==> config.mk <==
export PLATFORM = sky130hd
export DESIGN_NAME = frna_ctrl
export DESIGN_NICKNAME = d
export VERILOG_FILES = /design/src/rtl/frna_pkg.sv /design/src/rtl/frna_ctrl.sv
export SDC_FILE = /design/constraint.sdc
export NUM_CORES = 1
export LEC_CHECK = 0
export BUFFER_PORTS_ARGS = -buffer_cell sky130_fd_sc_hd__buf_2
export CAP_MARGIN = 0
export CORE_MARGIN = 2
export CORE_UTILIZATION = 56
export DETAILED_ROUTE_END_ITERATION = 8
export PLACE_DENSITY = 0.95
export SYNTH_ARGS = -nofsm -noshare
export SYNTH_HDL_FRONTEND = slang
export SYNTH_SLANG_ARGS = --single-unit
export TNS_END_PERCENT = 10
==> constraint.sdc <==
create_clock -name clk -period 3.5 [get_ports clk]
set_input_delay 0.35 -clock clk [delete_from_list [all_inputs] [get_ports clk]]
set_output_delay 0.35 -clock clk [all_outputs]
set_load 0.02 [all_outputs]
==> src/rtl/frna_pkg.sv <==
// Shared types, constants and control structs for the fractional-N ratio approximator.
package frna_pkg;

	localparam int IN_W      = 40;
	localparam int N_W       = 12;
	localparam int REF_W     = 27;
	localparam int DEN_W     = 22;
	localparam int IP_W      = 16;
	localparam int ST_W      = 2;
	localparam int CFG_W     = 27;
	localparam int CFG_IDX_W = 2;
	localparam int DIV_W     = 64;
	localparam int DIV_CNT_W = $clog2(DIV_W);
	localparam int HALF_W    = DIV_W / 2;
	localparam int MULB_W    = 23;
	localparam int PP_W      = HALF_W + MULB_W;
	localparam int TINY_SHIFT = 31;

	localparam logic [CFG_IDX_W-1:0] CFG_DIVIDER   = 2'd0;
	localparam logic [CFG_IDX_W-1:0] CFG_REFERENCE = 2'd1;
	localparam logic [CFG_IDX_W-1:0] CFG_MAXDEN    = 2'd2;

	localparam logic [N_W-1:0]   RST_DIVIDER   = 12'd341;
	localparam logic [REF_W-1:0] RST_REFERENCE = 27'd10000000;
	localparam logic [DEN_W-1:0] RST_MAXDEN    = 22'd4194303;

	typedef logic [ST_W-1:0] status_t;
	localparam status_t ST_OK  = 2'd0;
	localparam status_t ST_LOW = 2'd1;
	localparam status_t ST_OVR = 2'd2;

	typedef enum logic [1:0] {
		DSEL_EUCLID = 2'd0,
		DSEL_SEMI   = 2'd1,
		DSEL_FINAL  = 2'd2
	} dsel_t;

	typedef enum logic {
		MSEL_K = 1'b0,
		MSEL_H = 1'b1
	} msel_t;

	typedef enum logic [1:0] {
		MS_IDLE = 2'd0,
		MS_LO   = 2'd1,
		MS_HI   = 2'd2,
		MS_SUM  = 2'd3
	} mstep_t;

	typedef struct packed {
		logic   capture;
		logic   base_mul;
		logic   init;
		logic   div_start;
		dsel_t  div_sel;
		logic   take_q;
		logic   first_upd;
		msel_t  mul_sel;
		mstep_t mul_step;
		logic   kn_load;
		logic   conv_upd;
		logic   advance;
		logic   out_load;
	} cmd_t;

	typedef struct packed {
		logic tgt_low;
		logic div_done;
		logic q_big;
		logic k1_zero;
		logic kn_over;
		logic rem_stop;
		logic terms_last;
		logic h_zero;
		logic out_busy;
	} sts_t;

endpackage

==> src/rtl/frna_ctrl.sv <==
// Controller: sequences Euclid terms, convergent updates, semi-convergent and final split.
module frna_ctrl import frna_pkg::*; (
	input  logic clk,
	input  logic arst_n,
	input  logic in_valid,
	output logic in_ready,
	input  sts_t sts,
	output cmd_t cmd
);

	typedef enum logic [15:0] {
		S_IDLE  = 16'h0001,
		S_BASE  = 16'h0002,
		S_CHECK = 16'h0004,
		S_DIVGO = 16'h0008,
		S_DIVW  = 16'h0010,
		S_TERM  = 16'h0020,
		S_KHI   = 16'h0040,
		S_KSUM  = 16'h0080,
		S_KCMP  = 16'h0100,
		S_HHI   = 16'h0200,
		S_HSUM  = 16'h0400,
		S_HUPD  = 16'h0800,
		S_STOP  = 16'h1000,
		S_FIN   = 16'h2000,
		S_FDIVW = 16'h4000,
		S_OUT   = 16'h8000
	} state_t;

	state_t state_q;
	state_t state_d;
	logic   semi_q;
	logic   semi_d;

	always_ff @(posedge clk or negedge arst_n) begin
		if (!arst_n) begin
			state_q <= S_IDLE;
			semi_q  <= 1'b0;
		end else begin
			state_q <= state_d;
			semi_q  <= semi_d;
		end
	end

	assign in_ready = (state_q == S_IDLE);

	always_comb begin
		state_d = state_q;
		semi_d  = semi_q;
		cmd     = '{default: '0, div_sel: DSEL_EUCLID, mul_sel: MSEL_K, mul_step: MS_IDLE};
		unique case (state_q)
			S_IDLE: begin
				if (in_valid) begin
					cmd.capture = 1'b1;
					semi_d      = 1'b0;
					state_d     = S_BASE;
				end
			end
			S_BASE: begin
				cmd.base_mul = 1'b1;
				state_d      = S_CHECK;
			end
			S_CHECK: begin
				if (sts.tgt_low) begin
					state_d = S_OUT;
				end else begin
					cmd.init = 1'b1;
					state_d  = S_DIVGO;
				end
			end
			S_DIVGO: begin
				cmd.div_start = 1'b1;
				cmd.div_sel   = DSEL_EUCLID;
				state_d       = S_DIVW;
			end
			S_DIVW: begin
				if (sts.div_done) begin
					cmd.take_q = 1'b1;
					state_d    = S_TERM;
				end
			end
			S_TERM: begin
				if (sts.k1_zero) begin
					cmd.first_upd = 1'b1;
					state_d       = S_STOP;
				end else if (sts.q_big) begin
					state_d = S_FIN;
				end else begin
					cmd.mul_sel  = MSEL_K;
					cmd.mul_step = MS_LO;
					state_d      = S_KHI;
				end
			end
			S_KHI: begin
				cmd.mul_sel  = MSEL_K;
				cmd.mul_step = MS_HI;
				state_d      = S_KSUM;
			end
			S_KSUM: begin
				cmd.mul_step = MS_SUM;
				state_d      = S_KCMP;
			end
			S_KCMP: begin
				if (sts.kn_over) begin
					state_d = S_FIN;
				end else begin
					cmd.kn_load  = 1'b1;
					cmd.mul_sel  = MSEL_H;
					cmd.mul_step = MS_LO;
					state_d      = S_HHI;
				end
			end
			S_HHI: begin
				cmd.mul_sel  = MSEL_H;
				cmd.mul_step = MS_HI;
				state_d      = S_HSUM;
			end
			S_HSUM: begin
				cmd.mul_step = MS_SUM;
				state_d      = S_HUPD;
			end
			S_HUPD: begin
				cmd.conv_upd = 1'b1;
				state_d      = semi_q ? S_FIN : S_STOP;
			end
			S_STOP: begin
				if (sts.rem_stop || sts.terms_last) begin
					state_d = S_FIN;
				end else begin
					cmd.advance = 1'b1;
					state_d     = S_DIVGO;
				end
			end
			S_FIN: begin
				cmd.div_start = 1'b1;
				if (!semi_q && sts.h_zero) begin
					cmd.div_sel = DSEL_SEMI;
					semi_d      = 1'b1;
					state_d     = S_DIVW;
				end else begin
					cmd.div_sel = DSEL_FINAL;
					state_d     = S_FDIVW;
				end
			end
			S_FDIVW: begin
				if (sts.div_done) begin
					state_d = S_OUT;
				end
			end
			S_OUT: begin
				if (!sts.out_busy) begin
					cmd.out_load = 1'b1;
					state_d      = S_IDLE;
				end
			end
			default: begin
				state_d = S_IDLE;
			end
		endcase
	end

endmodule

# == Yosys cells after proc, flatten, opt, wreduce, memory -nomap -nowiden ==
# Index checks and enable logic that the tools add are counted.
# totals
ff_bits,17
input_bits,12
out_inout_bits,16
# op_classes
n_eq_ne,21
mux,37
n_reduce_logical,8
# ops
operator,count
$pmux 16 s16,1
$mux 16,6
$mux 14,4
$mux 1,19
$eq 16x1->1 const B,1
$eq 16x10->1 const B,1
$eq 16x11->1 const B,1
$eq 16x12->1 const B,1
$eq 16x13->1 const B,1
$eq 16x14->1 const B,1
$eq 16x15->1 const B,1
$eq 16x16->1 const B,1
$eq 16x2->1 const B,1
$eq 16x3->1 const B,1
$eq 16x4->1 const B,1
$eq 16x5->1 const B,1
$eq 16x6->1 const B,1
$eq 16x7->1 const B,1
$eq 16x8->1 const B,1
$eq 16x9->1 const B,1
$mux 15,1
$ne 2x2->1 const B,5
$pmux 2 s4,1
$pmux 3 s2,1
11 further kinds,12

# == Depth between registers and ports, before layout ==
# depth
ltp_word,4
mapped_depth,6
depth_no_buf,5

# == Least setup slack after synthesis ==
# OpenSTA, ideal clock, no wires.
# synth_timing
path_type,reg2out
start,register state_q[12]
end,output port cmd[4] (netlist name)
arrival_time_ns,1.854
slack_ns,1.296
stages_incl_launch_ff,6
n_path_buf,0
path_cell_list,dfrtp_1 -> nor4_2 -> and2_1 -> nand3_2 -> nor4b_4 -> or4_1
# synth_lines
element,line,text
from (decl),frna_ctrl.sv:30,state_t state_q;
from (signal assigned),frna_ctrl.sv:40,state_q <= state_d;
to (decl),frna_ctrl.sv:8,output cmd_t cmd

==> metrics.md <==
| Metric | Value |
|---|---|
| DRC errors left | `0` |
| Final Max Tran Viols | `0` |
| CP Class | `flop to output pin` |
| Final layout net count | `163` |
| Fraction of layout cells with a size suffix above 1 | `between 20% and 30%` |
| Placer Congestion | `0.890` |
| CTS H-tree lvls | `1` |
| N_diodes | `0` |
| Post-CTS sizing | `0` |
| TritonCTS clock tree | `built` |
| Wire length per cell | `roughly 15 µm` |
| Pwr Density | `451 nW/µm²` |
| Arr. time, crit path | `2.29 ns` |
| Status | `completed` |
| Power, Total | `597 µW` |
| CP Max Fanout | `9` |
| FF+latch count, synth | `17` |
| Fmax | `0.379 GHz` |
| Worst slack, placed | `1.20 ns` |
| Vias in the first global route | `about 1100` |
| Fin crit share | `75.4%` |
| Max_cap viols | `0` |
| Synth top area share | `35.4%` |
| Synth Net Count | `133` |
| Leakage Power | `approximately 0.00065 µW` |
| Layout Cell Area excl Fill | `between 1000 and 1500 µm²` |
| Pin count of the biggest net entering global routing | `18` |
| Vias/cell | `between 5 and 6` |
| Grt total ovfl | `0` |
| I/O Pins | `28` |
| Synth area leaders | `dfrtp_1 (35%), nor2_1 (5.0%), nor3b_1 (4.0%), nor4_4 (3.8%), and2_1 (2.8%)` |
| Die X | `49.0 µm` |
| Antenna viol nets, final | `0` |
| Number of DRC markers in iteration 0 | `60` |
| Tmin final | `between 2 and 3 ns` |
| Maximum vdd drop | `0.000347 V` |
| Syn-to-layout area delta | `16.9%` |
| Core area | `1940 µm²` |
| Synth unique cells | `42` |
| Insertion delay to the later sink of the worst-skew pair | `0.29 ns` |
| Initial antenna violation count | `0` |
| Port bufs | `27` |
| Starting density of the core | `~58%` |
| Vias | `around 1100` |
| Final hold vios | `0` |
| Post-synth EDFFs | `0` |
| Worst-Margin Slew | `roughly 0.41 ns` |
| Final WS setup | `0.862 ns` |
| Clock buffer depth | `2` |
| YS warnings | `0` |
| Post-Syn Instances | `121` |
| RSZ-0062 raised after global routing | `false` |
| Die area | `2400 µm²` |
| Crit path capture type | `output pin` |
| Post-DP HPWL | `around 2.1 mm` |
| Top cells by count, synth | `dfrtp_1 (16), nor2_1 (15), nor3b_1 (6)` |
| Startpoint Class | `flop` |
| Largest family of logic cells by synthesized area | `simple AND/OR/NAND/NOR gates` |
| Total GRT Usage | `25.3%` |
| Setup TNS | `0 ns` |
| Relative slew margins | `72.4%` |
| Synth Area in XOR/XNOR | `3.09%` |
| Post-Syn Area | `1130 µm²` |
| Register area share after synthesis | `37.7%` |
| Final number of setup-violating endpoints | `0` |
| Detailed Routing Iterations Pass 1 | `4` |
| Post-synthesis adder-cell area fraction | `0%` |
| Area leader, netlist | `dfrtp_1` |
| Top FF cell, synth | `dfrtp_1` |
| Compound-Gate Fraction of Synth Area | `10.7%` |
| Final wirelength | `around 2.7 mm` |
| Clk_skew | `0.00276 ns` |
| WHS | `0.232 ns` |
| Chip height | `between 40 and 50 µm` |
| Clock buffer count from CTS | `3` |
| Clk sink count | `17` |
| Mean Syn Cell Area | `9.36 µm²` |
| Global-route wire length before repair | `around 4.8 mm` |
| Multiplexer share of the synthesized area | `0%` |
| Synthesized-area fraction occupied by and/or/nand/nor cells | `a little under half` |
| # rows | `16` |
| Worst Hold Class | `input pin to flop` |
| Worst-path clk slew | `0.10 ns` |
| Number of cells on the worst hold path | `2` |
| Synth async-reset ratio | `100%` |
| Placement Cell Area | `1290 µm²` |
| R2R depth | `4` |
| CP Data Required Time | `3.15 ns` |
| Top-count cell post-synth | `dfrtp_1` |
| Clock root buffer | `clkbuf_4` |
cell usage in the layout, fill, tap and decap left out, types with 2 or more instances in the layout:
| cell type | Yosys | routed |
|---|---|---|
| nor3b_1 | 6 | 6 |
| or4_1 | 2 | 2 |
| nor4_1 | 4 | 4 |
| o21ai_0 | 2 | 2 |
| clkbuf_4 | 0 | 3 |
| o41ai_1 | 2 | 2 |
| buf_2 | 3 | 27 |
| nand2b_1 | 4 | 4 |
| inv_1 | 5 | 5 |
| o21bai_1 | 2 | 2 |
| xor2_1 | 3 | 3 |
| nor2_1 | 15 | 15 |
| and2_1 | 5 | 5 |
| nand3_1 | 4 | 4 |
| o2111ai_1 | 2 | 2 |
| nand2_1 | 4 | 4 |
| nor4_4 | 2 | 2 |
| dfrtp_1 | 16 | 16 |
| nor4b_1 | 3 | 3 |
| nor2b_1 | 2 | 2 |
| nor3_1 | 3 | 3 |
| nand3b_1 | 3 | 3 |
| nor4_2 | 2 | 2 |
| a21oi_1 | 5 | 5 |
| nand4_1 | 3 | 3 |
| or2_2 | 2 | 2 |
report_power, final:
part | internal [µW] | switching (µW) | total (µW)
Combinational | 94.8 | 145 | 240
Sequential | 217 | 30.3 | 248
Clock | 42.6 | 66.1 | 109
sequential cells by signal, indices dropped and copies added (netlist names):
signal,cells
state_q,16
semi_q,1
cell families after synthesis:
| group | after synthesis |
|---|---|
| and+or+nand+nor | 74 |
| AOI/OAI and AO/OA | 18 |
| buffers and inverters | 8 |
| DFF | 17 |
| xor gates and xnor gates | 4 |
per-stage QoR:
step	instances	util, %
final	177	68.2
after CTS	177	68.2
after global placement	172	66.2
after global routing	177	68.2
after floorplan	121	-
after detailed placement	172	66.2
cell type report:
class | instances | area, µm²
fillers | 171 | 618
inverters | 5 | 18.8
flip-flops and latches | 17 | 427
well taps | 27 | 33.8
clock buffers | 3 | 22.5
multi-input cells | 96 | 672
clock inverters | 1 | 5.00
repair buffers | 28 | 145
routing by layer:
| layer | routed length [µm] | share of wire, % | up-vias | global-route usage, % |
|---|---|---|---|---|
| met5 | 0 | 0 | - | 0 |
| met4 | 85 | 3.2 | 0 | 13.8 |
| met3 | 151 | 5.6 | 11 | 3.37 |
| met2 | 1350 | 51 | 46 | 43.6 |
| met1 | 1090 | 41 | 495 | 30.5 |
| li1 | - | - | 506 | - |
worst paths after layout:
kind	start	end	slack [ns]
worst max-delay path	state_q[8]	cmd[4]	0.86
worst min-delay path	sts[6]	state_q[6]	0.23
worst max register to register	state_q[8]	state_q[15]	1.57
worst min register to register	state_q[7]	state_q[7]	0.61
max in group asynchronous	arst_n	state_q[0]	2.70
min in group asynchronous	arst_n	state_q[11]	0.49
what timing repair did:
action,CTS,global route
hold endpoints to repair,16,0
hold buffers,1,0
setup buffers,0,0
critical path: stages, from the launching register on:
cell and delay [ns]:
dfrtp_1 0.51, nor4_4 0.47, nand4_1 0.25, nand3b_1 0.29
nor3_2 0.19, or4_1 0.14, buf_2 0.15
(Power assumes the default switching activity.)
